### src/hdl/dts_pkg.sv
// Shared types, constants and lookup tables of the diatonic tone sequencer.
package dts_pkg;

   // Field widths of the items.
   localparam int NOTE_W     = 3;
   localparam int KEYS_W     = 7;
   localparam int PWM_W      = 10;
   localparam int DEB_W      = 4;
   localparam int BLINK_W    = 10;
   localparam int IDX_W      = 5;
   localparam int REQ_DATA_W = 8;
   localparam int RSP_DATA_W = 32;

   // Scale and sample table shape.
   localparam int SAMPLES_PER_PERIOD = 20;
   localparam int NOTE_COUNT         = 7;
   localparam int TABLE_SAMPLES      = 20;
   localparam int BLINK_ENTRIES      = 15;

   // Codes and reset values.
   localparam logic [NOTE_W-1:0]  NO_NOTE        = 3'd7;
   localparam logic [DEB_W-1:0]   DEBOUNCE_RESET = 4'd5;
   localparam logic [DEB_W-1:0]   DEB_COUNT_RESET = DEBOUNCE_RESET - 4'd1;
   localparam logic [BLINK_W-1:0] BLINK_RESET    = 10'd100;

   // Bit positions of the result fields in rsp_tdata.
   localparam int RSP_TOP_LSB  = 0;
   localparam int RSP_DUTY_LSB = 10;
   localparam int RSP_SPK_BIT  = 20;
   localparam int RSP_LED_BIT  = 21;
   localparam int RSP_NOTE_LSB = 22;
   localparam int RSP_OCT_BIT  = 25;

   // Item kinds carried in req_tuser.
   localparam logic KIND_PERIOD = 1'b0;
   localparam logic KIND_KEY    = 1'b1;

   // PWM period value per note C..B.
   localparam logic [PWM_W-1:0] TONE_TOP [0:NOTE_COUNT-1] =
      '{10'd764, 10'd681, 10'd607, 10'd573, 10'd510, 10'd455, 10'd405};

   // One sine period of duty values per note.
   localparam logic [PWM_W-1:0] TONE_DUTY [0:NOTE_COUNT-1][0:TABLE_SAMPLES-1] = '{
      '{10'd382, 10'd489, 10'd584, 10'd661, 10'd709, 10'd726, 10'd709, 10'd661, 10'd584,
        10'd489, 10'd382, 10'd276, 10'd180, 10'd104, 10'd55, 10'd38, 10'd55, 10'd104,
        10'd180, 10'd276},
      '{10'd341, 10'd435, 10'd521, 10'd588, 10'd632, 10'd647, 10'd632, 10'd588, 10'd521,
        10'd435, 10'd341, 10'd246, 10'd160, 10'd93, 10'd49, 10'd34, 10'd49, 10'd93,
        10'd160, 10'd246},
      '{10'd303, 10'd388, 10'd464, 10'd524, 10'd563, 10'd576, 10'd563, 10'd524, 10'd464,
        10'd388, 10'd303, 10'd219, 10'd143, 10'd82, 10'd44, 10'd30, 10'd44, 10'd82,
        10'd143, 10'd219},
      '{10'd286, 10'd366, 10'd438, 10'd495, 10'd531, 10'd544, 10'd531, 10'd495, 10'd438,
        10'd366, 10'd286, 10'd207, 10'd135, 10'd78, 10'd41, 10'd29, 10'd41, 10'd78,
        10'd135, 10'd207},
      '{10'd255, 10'd326, 10'd390, 10'd441, 10'd473, 10'd485, 10'd473, 10'd441, 10'd390,
        10'd326, 10'd255, 10'd184, 10'd120, 10'd69, 10'd37, 10'd26, 10'd37, 10'd69,
        10'd120, 10'd184},
      '{10'd227, 10'd290, 10'd348, 10'd393, 10'd422, 10'd432, 10'd422, 10'd393, 10'd348,
        10'd290, 10'd227, 10'd164, 10'd107, 10'd62, 10'd33, 10'd23, 10'd33, 10'd62,
        10'd107, 10'd164},
      '{10'd202, 10'd259, 10'd310, 10'd350, 10'd376, 10'd385, 10'd376, 10'd350, 10'd310,
        10'd259, 10'd202, 10'd146, 10'd95, 10'd55, 10'd29, 10'd20, 10'd29, 10'd55,
        10'd95, 10'd146}};

   // LED blink delay: entry 0 for no note, then C..B low octave, then C..B high octave.
   localparam logic [BLINK_W-1:0] BLINK_DELAY [0:BLINK_ENTRIES-1] =
      '{10'd977, 10'd244, 10'd194, 10'd154, 10'd122, 10'd109, 10'd86, 10'd69,
        10'd61, 10'd48, 10'd38, 10'd31, 10'd27, 10'd22, 10'd17};

   // Held note, octave and LED level as seen after the current item.
   typedef struct packed {
      logic [NOTE_W-1:0] note;
      logic              octave;
      logic              led;
   } status_type;

   // True when the note code names a playable note.
   function automatic logic note_valid(input logic [NOTE_W-1:0] note);
      return ({29'd0, note} < NOTE_COUNT);
   endfunction

   // Blink delay for a held note and octave.
   function automatic logic [BLINK_W-1:0] blink_lookup(input logic [NOTE_W-1:0] note,
                                                       input logic octave);
      logic [3:0] idx;
      idx = {1'b0, note} + 4'd1 + (octave ? 4'd7 : 4'd0);
      if (!note_valid(note)) begin
         return BLINK_DELAY[0];
      end
      return BLINK_DELAY[idx];
   endfunction

endpackage

### src/hdl/dts_keys.sv
// Key debounce, note priority and LED blink timing.
module dts_keys (
   input  logic                        clock,
   input  logic                        reset,
   input  logic                        step,
   input  logic [dts_pkg::KEYS_W-1:0]  note_keys_n,
   input  logic                        octave_key_n,
   input  logic [dts_pkg::DEB_W-1:0]   debounce_ticks,
   output dts_pkg::status_type         status
);

   logic [dts_pkg::NOTE_W-1:0]  acc_note_ff, acc_note_in;
   logic                        acc_oct_ff, acc_oct_in;
   logic [dts_pkg::NOTE_W-1:0]  prev_note_ff, prev_note_in;
   logic                        prev_oct_ff, prev_oct_in;
   logic                        first_ff, first_in;
   logic [dts_pkg::DEB_W-1:0]   deb_count_ff, deb_count_in;
   logic [dts_pkg::BLINK_W-1:0] delay_ff, delay_in;
   logic [dts_pkg::BLINK_W-1:0] blink_count_ff, blink_count_in;
   logic                        phase_ff, phase_in;
   logic                        led_ff, led_in;

   logic [dts_pkg::NOTE_W-1:0]  raw_note;
   logic                        raw_oct;
   logic [dts_pkg::DEB_W:0]     deb_next;
   logic                        take_sample;
   logic                        changed;
   logic [dts_pkg::BLINK_W-1:0] blink_next;
   logic                        blink_hit;

   // Lowest pressed note wins.
   always_comb begin
      raw_note = dts_pkg::NO_NOTE;
      for (int i = dts_pkg::NOTE_COUNT - 1; i >= 0; i--) begin
         if (!note_keys_n[i]) begin
            raw_note = dts_pkg::NOTE_W'(i);
         end
      end
   end

   assign raw_oct     = ~octave_key_n;
   assign deb_next    = {1'b0, deb_count_ff} + 5'd1;
   assign take_sample = step && (deb_next >= {1'b0, debounce_ticks});

   // Debounce counter and key acceptance.
   always_comb begin
      deb_count_in = deb_count_ff;
      acc_note_in  = acc_note_ff;
      acc_oct_in   = acc_oct_ff;
      prev_note_in = prev_note_ff;
      prev_oct_in  = prev_oct_ff;
      first_in     = first_ff;
      changed      = 1'b0;
      if (step) begin
         deb_count_in = take_sample ? '0 : deb_next[dts_pkg::DEB_W-1:0];
      end
      if (take_sample) begin
         changed  = first_ff;
         first_in = 1'b0;
         if (raw_oct == prev_oct_ff) begin
            acc_oct_in = raw_oct;
            changed    = 1'b1;
         end
         if (raw_note == prev_note_ff) begin
            acc_note_in = raw_note;
            changed     = 1'b1;
         end
         prev_note_in = raw_note;
         prev_oct_in  = raw_oct;
      end
   end

   // Blink delay reload and LED toggling.
   assign delay_in   = changed ? dts_pkg::blink_lookup(acc_note_in, acc_oct_in) : delay_ff;
   assign blink_next = blink_count_ff + 10'd1;
   assign blink_hit  = blink_next >= delay_in;

   always_comb begin
      blink_count_in = blink_count_ff;
      phase_in       = phase_ff;
      led_in         = led_ff;
      if (step) begin
         blink_count_in = blink_hit ? '0 : blink_next;
         if (blink_hit) begin
            led_in   = phase_ff;
            phase_in = ~phase_ff;
         end
      end
   end

   always_ff @(posedge clock) begin
      if (reset) begin
         acc_note_ff    <= dts_pkg::NO_NOTE;
         acc_oct_ff     <= 1'b0;
         prev_note_ff   <= dts_pkg::NO_NOTE;
         prev_oct_ff    <= 1'b0;
         first_ff       <= 1'b1;
         deb_count_ff   <= dts_pkg::DEB_COUNT_RESET;
         delay_ff       <= dts_pkg::BLINK_RESET;
         blink_count_ff <= '0;
         phase_ff       <= 1'b0;
         led_ff         <= 1'b1;
      end else begin
         acc_note_ff    <= acc_note_in;
         acc_oct_ff     <= acc_oct_in;
         prev_note_ff   <= prev_note_in;
         prev_oct_ff    <= prev_oct_in;
         first_ff       <= first_in;
         deb_count_ff   <= deb_count_in;
         delay_ff       <= delay_in;
         blink_count_ff <= blink_count_in;
         phase_ff       <= phase_in;
         led_ff         <= led_in;
      end
   end

   // The status seen by the result is the state after this item.
   assign status.note   = acc_note_in;
   assign status.octave = acc_oct_in;
   assign status.led    = led_in;

`ifndef NO_ASSERTIONS
   // The LED only changes on a key tick.
   a_led_steady: assert property (@(posedge clock) disable iff (reset)
      !step |=> $stable(led_ff))
      else $error("LED changed without a key tick");
   // The held note only changes when the keys are sampled.
   a_note_on_sample: assert property (@(posedge clock) disable iff (reset)
      !take_sample |=> $stable(acc_note_ff))
      else $error("held note changed outside a key sample");
`endif

endmodule

### src/hdl/dts_tone.sv
// Sine sample stepping and PWM table read.
module dts_tone (
   input  logic                       clock,
   input  logic                       reset,
   input  logic                       step,
   input  dts_pkg::status_type        status,
   output logic [dts_pkg::PWM_W-1:0]  pwm_top,
   output logic [dts_pkg::PWM_W-1:0]  pwm_duty
);

   logic [dts_pkg::IDX_W-1:0]  sample_idx_ff, sample_idx_in;
   logic [dts_pkg::IDX_W:0]    idx_sum;
   logic [dts_pkg::NOTE_W-1:0] row;

   // Without a held note the C row is read.
   assign row      = dts_pkg::note_valid(status.note) ? status.note : '0;
   assign pwm_top  = dts_pkg::TONE_TOP[row];
   assign pwm_duty = dts_pkg::TONE_DUTY[row][sample_idx_ff];

   // Step by one sample, or by two in the high octave, and wrap.
   assign idx_sum = {1'b0, sample_idx_ff} + (status.octave ? 6'd2 : 6'd1);

   always_comb begin
      sample_idx_in = sample_idx_ff;
      if (step) begin
         if (idx_sum >= 6'(dts_pkg::SAMPLES_PER_PERIOD)) begin
            sample_idx_in = '0;
         end else begin
            sample_idx_in = idx_sum[dts_pkg::IDX_W-1:0];
         end
      end
   end

   always_ff @(posedge clock) begin
      if (reset) begin
         sample_idx_ff <= '0;
      end else begin
         sample_idx_ff <= sample_idx_in;
      end
   end

`ifndef NO_ASSERTIONS
   // The sample index stays inside the table.
   a_idx_range: assert property (@(posedge clock) disable iff (reset)
      {1'b0, sample_idx_ff} < 6'(dts_pkg::SAMPLES_PER_PERIOD))
      else $error("sample index out of range");
`endif

endmodule

### src/hdl/diatonic_tone_sequencer_core.sv
// Top level of the diatonic tone sequencer: item registers, config register and result packing.
// An accepted item passes through the input item register and then the result register.
// Throughput: one item per cycle; req_tready falls only while the input register holds an
// item that a stalled result register cannot take.
// Reset: synchronous, active high; clears the key, LED and sample state to their start values.
// After reset no note is held, the LED is lit and debounce_ticks reads 5.
module diatonic_tone_sequencer_core (
   input  logic                            clock,
   input  logic                            reset,
   // Input items.
   input  logic                            req_tvalid,
   output logic                            req_tready,
   input  logic [dts_pkg::REQ_DATA_W-1:0]  req_tdata,   // note_keys_n[6:0], octave_key_n[7]
   input  logic                            req_tuser,   // kind[0]
   // Result items.
   output logic                            rsp_tvalid,
   input  logic                            rsp_tready,
   output logic [dts_pkg::RSP_DATA_W-1:0]  rsp_tdata,   // pwm_top[9:0], pwm_duty[19:10],
                                                        // speaker_enable[20], led_on[21],
                                                        // current_note[24:22], high_octave[25]
   // Configuration write.
   input  logic                            csr_valid,
   output logic                            csr_ready,
   input  logic [dts_pkg::DEB_W-1:0]       csr_data
);

   logic                           s1_valid_ff, s1_valid_in;
   logic                           s1_kind_ff;
   logic [dts_pkg::KEYS_W-1:0]     s1_keys_ff;
   logic                           s1_oct_ff;
   logic                           rsp_valid_ff, rsp_valid_in;
   logic [dts_pkg::RSP_DATA_W-1:0] rsp_data_ff, rsp_data_in;
   logic [dts_pkg::DEB_W-1:0]      deb_ticks_ff;

   logic                           out_ready;
   logic                           advance;
   logic                           req_take;
   logic                           key_step;
   logic                           tone_step;
   dts_pkg::status_type            status;
   logic [dts_pkg::PWM_W-1:0]      tone_top;
   logic [dts_pkg::PWM_W-1:0]      tone_duty;

   // Handshake between the input register and the result register.
   assign out_ready  = !rsp_valid_ff || rsp_tready;
   assign advance    = s1_valid_ff && out_ready;
   assign req_tready = !s1_valid_ff || out_ready;
   assign req_take   = req_tvalid && req_tready;
   assign key_step   = advance && (s1_kind_ff == dts_pkg::KIND_KEY);
   assign tone_step  = advance && (s1_kind_ff == dts_pkg::KIND_PERIOD);

   assign s1_valid_in  = req_take || (s1_valid_ff && !advance);
   assign rsp_valid_in = advance || (rsp_valid_ff && !rsp_tready);

   // Configuration register.
   assign csr_ready = 1'b1;

   always_ff @(posedge clock) begin
      if (reset) begin
         deb_ticks_ff <= dts_pkg::DEBOUNCE_RESET;
      end else if (csr_valid && csr_ready) begin
         deb_ticks_ff <= csr_data;
      end
   end

   // Input item register.
   always_ff @(posedge clock) begin
      if (reset) begin
         s1_valid_ff <= 1'b0;
      end else begin
         s1_valid_ff <= s1_valid_in;
      end
      if (req_take) begin
         s1_kind_ff <= req_tuser;
         s1_keys_ff <= req_tdata[dts_pkg::KEYS_W-1:0];
         s1_oct_ff  <= req_tdata[dts_pkg::KEYS_W];
      end
   end

   dts_keys u_keys (
      .clock          (clock),
      .reset          (reset),
      .step           (key_step),
      .note_keys_n    (s1_keys_ff),
      .octave_key_n   (s1_oct_ff),
      .debounce_ticks (deb_ticks_ff),
      .status         (status)
   );

   dts_tone u_tone (
      .clock    (clock),
      .reset    (reset),
      .step     (tone_step),
      .status   (status),
      .pwm_top  (tone_top),
      .pwm_duty (tone_duty)
   );

   // Result packing; a key tick carries zero PWM values.
   always_comb begin
      rsp_data_in = '0;
      if (s1_kind_ff == dts_pkg::KIND_PERIOD) begin
         rsp_data_in[dts_pkg::RSP_TOP_LSB +: dts_pkg::PWM_W]  = tone_top;
         rsp_data_in[dts_pkg::RSP_DUTY_LSB +: dts_pkg::PWM_W] = tone_duty;
      end
      rsp_data_in[dts_pkg::RSP_SPK_BIT]                     = dts_pkg::note_valid(status.note);
      rsp_data_in[dts_pkg::RSP_LED_BIT]                     = status.led;
      rsp_data_in[dts_pkg::RSP_NOTE_LSB +: dts_pkg::NOTE_W] = status.note;
      rsp_data_in[dts_pkg::RSP_OCT_BIT]                     = status.octave;
   end

   // Result register.
   always_ff @(posedge clock) begin
      if (reset) begin
         rsp_valid_ff <= 1'b0;
      end else begin
         rsp_valid_ff <= rsp_valid_in;
      end
      if (advance) begin
         rsp_data_ff <= rsp_data_in;
      end
   end

   assign rsp_tvalid = rsp_valid_ff;
   assign rsp_tdata  = rsp_data_ff;

`ifndef NO_ASSERTIONS
   // Speaker enable agrees with the reported note.
   a_spk_note: assert property (@(posedge clock) disable iff (reset)
      rsp_valid_ff |-> (rsp_data_ff[dts_pkg::RSP_SPK_BIT] ==
                        (rsp_data_ff[dts_pkg::RSP_NOTE_LSB +: dts_pkg::NOTE_W] != dts_pkg::NO_NOTE)))
      else $error("speaker enable disagrees with note");
   // A key tick result carries zero PWM values.
   a_key_zero: assert property (@(posedge clock) disable iff (reset)
      key_step |=> (rsp_data_ff[dts_pkg::RSP_DUTY_LSB + dts_pkg::PWM_W - 1:0] == '0))
      else $error("key tick result has PWM values");
`endif

endmodule

### config.mk
export PLATFORM = sky130hd
export DESIGN_NAME = diatonic_tone_sequencer_core
export DESIGN_NICKNAME = d
export VERILOG_FILES = /design/src/hdl/dts_pkg.sv /design/src/hdl/dts_keys.sv /design/src/hdl/dts_tone.sv /design/src/hdl/diatonic_tone_sequencer_core.sv
export SDC_FILE = /design/constraint.sdc
export NUM_CORES = 1
export LEC_CHECK = 0
export ABC_CLOCK_PERIOD_IN_PS = 10010
export BUFFER_PORTS_ARGS = -buffer_cell sky130_fd_sc_hd__buf_2
export CORE_ASPECT_RATIO = 0.9
export CORE_MARGIN = 4
export CORE_UTILIZATION = 60
export CTS_CLUSTER_SIZE = 12
export DETAILED_ROUTE_END_ITERATION = 8
export HOLD_SLACK_MARGIN = 0.08
export PLACE_DENSITY = 0.8
export SYNTH_ARGS = -nofsm -noshare
export SYNTH_HDL_FRONTEND = slang
export SYNTH_SLANG_ARGS = --single-unit
### constraint.sdc
create_clock -name clock -period 10.01 [get_ports clock]
set_input_delay 2.002 -clock clock [delete_from_list [all_inputs] [get_ports clock]]
set_output_delay 2.002 -clock clock [all_outputs]
set_load 0.005 [all_outputs]
Word level (Yosys, flattened, before mapping). Memories as Yosys holds them, arrays and structs flattened. A register that Yosys moved wholly into a read port is not among the register bits. Cells that the tools add are included.

Muxes and demuxes: 33. Reductions and logical operators: 16. Multipliers: 0. Div/mod/pow operators: 0. Shift operators: 0. Eq/ne operators: 2. Add/sub/neg operators: 5. Bitwise logic cells: 6. Order comparisons: 7.

Operator list (number): 2-to-1 mux 200 bit (2); 2-to-1 mux 10 bit (9); binary-select mux 10 bit (select 5 bit) (1); 2-to-1 mux 3 bit (9); adder 10 x 1 -> 10 bit (second input constant) (1); >= comparator 10 bit (1); 2-to-1 mux 1 bit (8); logical AND 1 bit (7); adder 5 x 6 -> 6 bit (1); >= comparator 6 x 5 -> 1 bit (second input constant) (1); >= comparator 6 bit (second input constant) (1); NOT 5 -> 6 bit (1); adder 4 x 1 -> 5 bit (second input constant) (1); >= comparator 5 x 4 -> 1 bit (1); >= comparator 5 bit (second input constant) (1); 2-to-1 mux 5 bit (1); NOT 4 -> 5 bit (1); adder 3 x 1 -> 4 bit (second input constant) (1); adder 4 bit (1); >= comparator 4 bit (second input constant) (1); zero test 1 bit (4); logical OR 1 bit (4); 2-to-1 mux 2 bit (2); 2-to-1 mux 4 bit (1); other kinds (6) (8).

Bits in registers: 81. Logic and storage cells: 91. Latch bits: 0. Memory bits (read-only): 1840. Memories kept: 3. Memory bits (writable): 0. Input port bits: 18.

Memory list: (name not given) (depth 8, width 200, rd ports 1, clocked after Yosys merged registers in 0, wr ports 0, RTL line dts_tone.sv:18) `assign pwm_duty = dts_pkg::TONE_DUTY[row][sample_idx_ff];`; (name not given) (depth 16, width 10, rd ports 1, clocked after Yosys merged registers in 0, wr ports 0, RTL line dts_pkg.sv:91) `return BLINK_DELAY[idx];`; (name not given) (depth 8, width 10, rd ports 1, clocked after Yosys merged registers in 1, wr ports 0, RTL line dts_tone.sv:17) `assign pwm_top = dts_pkg::TONE_TOP[row];`.

Logic depth before layout (Yosys ltp).
Depth after elaboration: 21. Mapped depth: 30.

Cells and area by module. From an unflattened synthesis, not the netlist that was laid out.

Cells, all modules: 750. Area total of the unflattened synthesis: 6399.9 µm².

By module, submodules not included: dts_keys (instances 1, cells each 282, seq. area each 700.7 µm², area an instance 2514.9 µm²); dts_tone (instances 1, cells each 377, seq. area each 100.1 µm², area an instance 2397.3 µm²); diatonic_tone_sequencer_core (instances 1, cells each 91, seq. area each 1171.1 µm², area an instance 1487.7 µm²).

Least setup slack after synthesis. OpenSTA, ideal clock, no wires.

Path type: input port to flip-flop. Start point: input rsp_tready. End point: register u_keys.blink_count_ff[0] (netlist bit). Stages on the path: 27. Required time: 9936 ps. Buffers on the path: 3. Setup slack: 2889 ps. Arrival: 7047 ps. Path through: nand2b_1 and3_1 buf_2 nand3_1 clkbuf_1 buf_2 o21bai_1 a22oi_1 inv_1 ha_1 nor2b_1 o21ai_0 nor2b_1 nand2_1 o21ai_0 a311oi_1 o21ai_0 ha_1 nand2b_1 a21o_1 a21o_1 a21o_1 a21oi_1 o21ai_0 a31o_2 a2111o_1 o21ai_0.

Cells in the longest elaborated chain, start to end: 15. Elaborated cells on any way between the ends: 19. Classes of those cells: add/sub (2); order compare (2); mux (9); bitwise (1); reduce/logical (4); memory (1).

Ends and longest elaborated chain: start: declaration (RTL line diatonic_tone_sequencer_core.sv:17) `input logic rsp_tready,`; logical OR 1 bit (RTL line diatonic_tone_sequencer_core.sv:45) `assign out_ready = !rsp_valid_ff || rsp_tready;`; logical AND 1 bit (RTL line diatonic_tone_sequencer_core.sv:46) `assign advance = s1_valid_ff && out_ready;`; logical AND 1 bit (RTL line diatonic_tone_sequencer_core.sv:49) `assign key_step = advance && (s1_kind_ff == dts_pkg::KIND_KEY);`; logical AND 1 bit (RTL line dts_keys.sv:43) `assign take_sample = step && (deb_next >= {1'b0, debounce_ticks});`; 2-to-1 mux 1 bit (RTL line dts_keys.sv:57) `if (take_sample) begin`; named net rsp_data_in (one bit) (RTL line diatonic_tone_sequencer_core.sv:32) `logic [dts_pkg::RSP_DATA_W-1:0] rsp_data_ff, rsp_data_in;`; 2-to-1 mux 3 bit (RTL line dts_pkg.sv:87) `idx = {1'b0, note} + 4'd1 + (octave ? 4'd7 : 4'd0);`; adder 4 bit (RTL line dts_pkg.sv:87); NOT 4 -> 5 bit (not written as such) (RTL line dts_pkg.sv:91); memory (16 x 10 bit); 2-to-1 mux 10 bit (not written as such) (2 in series) (RTL line dts_pkg.sv:91); 2-to-1 mux 10 bit (RTL line dts_pkg.sv:91); 2-to-1 mux 10 bit (RTL line dts_keys.sv:74) `assign delay_in = changed ? dts_pkg::blink_lookup(acc_note_in, acc_oct_in) : delay_ff;`; named net u_keys.delay_in (one bit) (RTL line dts_keys.sv:18) `logic [dts_pkg::BLINK_W-1:0] delay_ff, delay_in;`; >= comparator 10 bit (RTL line dts_keys.sv:76) `assign blink_hit = blink_next >= delay_in;`; 2-to-1 mux 10 bit (RTL line dts_keys.sv:83) `blink_count_in = blink_hit ? '0 : blink_next;`; end signal: assignment (RTL line dts_keys.sv:111) `blink_count_ff <= blink_count_in;`; end: declaration (RTL line dts_keys.sv:19) `logic [dts_pkg::BLINK_W-1:0] blink_count_ff, blink_count_in;`.

The timed path passes the listed nets, and every way through them passes these cells. The select of a mux whose other input is x is not followed. A chain may end at the register's enable or synchronous reset.

Final worst setup path.
Start point: input rsp_tready. End point: register u_keys.blink_count_ff[4] (netlist bit).

Cells in the longest elaborated chain, start to end: 15. Elaborated cells on any way between the ends: 19. Classes of those cells: add/sub (2); order compare (2); mux (9); bitwise (1); reduce/logical (4); memory (1).

Ends and longest elaborated chain (RTL line): logical OR 1 bit (*) (diatonic_tone_sequencer_core.sv:45); logical AND 1 bit (*) (diatonic_tone_sequencer_core.sv:46); logical AND 1 bit (*) (diatonic_tone_sequencer_core.sv:49); logical AND 1 bit (*) (dts_keys.sv:43); 2-to-1 mux 3 bit or 2-to-1 mux 1 bit (tied branches) (dts_keys.sv:57); adder 3 x 1 -> 4 bit or 2-to-1 mux 3 bit (tied branches) (dts_pkg.sv:87); adder 4 bit (dts_pkg.sv:87); NOT 4 -> 5 bit (not written as such) (dts_pkg.sv:91); memory (16 x 10 bit); 2-to-1 mux 10 bit (not written as such) (2 in series) (dts_pkg.sv:91); 2-to-1 mux 10 bit (dts_pkg.sv:91); 2-to-1 mux 10 bit (*) (dts_keys.sv:74); named net u_keys.delay_in (one bit) (dts_keys.sv:18); >= comparator 10 bit (*) (dts_keys.sv:76); 2-to-1 mux 10 bit (*) (dts_keys.sv:83).

Mark *: on every way through the listed nets, which the timed path passes. The rest lies on a longest branch. The select of a mux whose other input is x is not followed.

==> flow_summary.toml <==
[place]
dp_cells = 914
portBuffers = 45
hpwl_um = 14500
place_area_sq_mm = 0.00656
gp_congestion = 1.05

[cells_and_area]
fin_area_sq_mm = 0.00683
antenna_cells = 0
fin_nets = 850
area_delta_synth_final_pct = 7.14
fin_cells = 929
final_util = 0.664
drive_above_1_share = 0.140

[die]
start_util = 0.620
ioPinCount = 53
die_x_um = 117
dieArea_sq_mm = 0.0123
rows = 35
fp.dieH_um = 106
fp.coreArea_sq_mm = 0.0103

[power_and_ir_drop]
power.total_uw = 770
cellPowerDensity_mw_per_mm2 = 113
power_leakage_uw = 0.00268
ir_worst_vdd_mv = 0.112

[critical_path]
rrSetupSlack_ps = 2870
end_kind = "flip-flop"
reg2reg_from = "u_keys.deb_count_ff[0]$_SDFFE_PP0P_"
worstPathCellList = "buf_2 > nand2b_1 > and3_1 > nand3_1 > o31ai_2 > and2_1 > inv_2 > ha_1 > o21ai_0 > nor2b_1 > nand2_1 > o21ai_0 > a311oi_1 > o21ai_0 > ha_1 > nand2b_1 > a21o_1 > a21o_1 > a21o_1 > a21oi_1 > o21ai_0 > a31o_2 > a2111o_1 > o21ai_0"
crit_path_frequent_cell = "o21ai_0"
cp-startpoint = "rsp_tready"
slowest_stage = "nand3_1"
crit_fanout = 21
critPathKind = "input port to flip-flop"
worstPathRequired_ps = 10280
critPathMaxStageDelay_ps = 660
worstSetupStartpointType = "input port"
worstPathArrival_ps = 8060

[timing]
timing.final.crit_share = 0.778
drv_slew = 0
clock.fmax_mhz = 128
slew_headroom = 0.259
finalHoldViolations = 0
worstMarginPinSlew_ps = 1110
fin_crit_ps = 7790
skew_ps = 9.89
rsz0062_at_grt = "no"
setup_viol = 0
tns_ps = 0

[yosys]
synth_flop_cell = "dfxtp_1"
synth_seq_cells = 81
synth-async-reset-ratio = 0
ys_top_cells_by_count = "90 x nand2_1, 74 x nor2_1, 47 x a21oi_1, 47 x o21ai_0, 46 x dfxtp_1"
synth.most_common_cell = "nand2_1"
yosysSeqAreaShare = 0.309
syn_area_sq_mm = 0.00638
yosysTopAreaCell = "edfxtp_1"
ys_warn_count = 0
syn_area_per_cell_sq_um = 8.09
netlist_instances = 788
synth_top_cells_by_area = "edfxtp_1 16%, dfxtp_1 14%, ha_1 6.7%"
synth_edf_count = 35
ys_types = 95
synth_top_area_share = 0.165

[route]
num_vias = 6596
ant_nets = 0
drt-vias-per-instance = 7.10
dr.pass1.iters = 7
drc = 0
routedWlPerCell_um = 21.6
wirelength_um = 20100
drt_iter0_drc = 980

[cts]
ctsHoldBuffers = 0
cts.sinks = 81
cts.htree.levels = 3
post_cts_buffers = 0
cts.repair.resized = 0
cts_tree = "built"
cts-root-buf = "clkbuf_16"
numCtsBuffers = 9
path_clk_slew_ps = 70
clock_latency_ps = 350
clk_path_buf_depth = 2

[flow_run]
drv_cap = 0

[run_status]
outcome = "finished, final reports clean"

[global_routing]
grt_pass1_wl_um = 32200
antenna_found_initial = 0
grtUsageTotal = 0.330
grt_start_max_net_pins = 61
overflow = 0
grt_pass1_vias = 6108

[worst_hold_path]
hp-class = "flip-flop to flip-flop"
hp-start = "u_keys.first_ff$_SDFFE_PP1N_"
## path summary, 6_finish.rpt
check | end | depth (start not counted)
worst max-delay path | u_keys.blink_count_ff[4]$_SDFFE_PP0P_ | 24
worst min-delay path | u_keys.first_ff$_SDFFE_PP1N_ | 2
worst max register to register | u_keys.blink_count_ff[4]$_SDFFE_PP0P_ | 26
worst min register to register | u_keys.first_ff$_SDFFE_PP1N_ | 2
## cells in the final DEF, fill, tap and decap left out, types with 18 or more instances in the layout
master	n
dfxtp_1	45
inv_1	33
o21ai_0	47
ha_1	34
buf_2	45
nand2_1	90
nor3_1	26
a21oi_1	47
nor2_1	74
nand3_1	21
a211oi_1	18
edfxtp_1	35
## where the power goes
part           switching [uW]  total (uW)  leakage (uW)  internal (uW)
combinational            58.6        89.3       0.00185           30.7
clock                     146         316      0.000133            169
sequential               7.65         365      0.000696            358
## cell families after synthesis
family	synth area share
and+or+nand+nor	0.209
AOI/OAI and AO/OA	0.297
buffers and inverters	0.0687
DFF	0.309
adders and majority gates	0.0730
xor gates and xnor gates	0.0179
muxes	0.0237
other	0.00118
## registers in the layout, summed over array words and instances, names as in the netlist, 3 cells and up
name	flops
u_tone.sample_idx_ff	5
s1_keys_ff	7
u_keys.blink_count_ff	10
u_keys.delay_ff	10
u_keys.deb_count_ff	4
u_keys.acc_note_ff	3
deb_ticks_ff	4
rsp_tdata	26
u_keys.prev_note_ff	3
## worst max-delay path: cells and delay by family
kind / cells / cell delay, ps
adders and majority gates: 2 / 660
AOI/OAI and AO/OA: 13 / 3050
and+or+nand+nor: 7 / 2100
buffers and inverters: 2 / 240
## through the flow
step	hold WS (ps)	setup slack [ps]
3_3_place_gp	451	2320
5_1_grt	485	1610
6_report	465	2220
2_1_floorplan	434	2890
3_5_place_dp	458	1930
4_1_cts	470	2300
## area by class of cell
cell class	count	area (sq um)
Timing Repair Buffer	54	293
Tap cell	129	161
Multi-Input combinational cell	610	3990
Inverter	40	150
Fill cell	833	3460
Clock inverter	5	40.0
Sequential cell	81	1970
Clock buffer	10	229
## layer usage
layer / part of all wire / track usage / up-vias
met5: 0 / 0 / -
met4: 0.054 / 0.158 / 0
met3: 0.11 / 0.0769 / 128
met2: 0.43 / 0.491 / 493
met1: 0.40 / 0.449 / 3015
li1: - / - / 2960
Note: power is estimated with default switching activity, not from simulation.
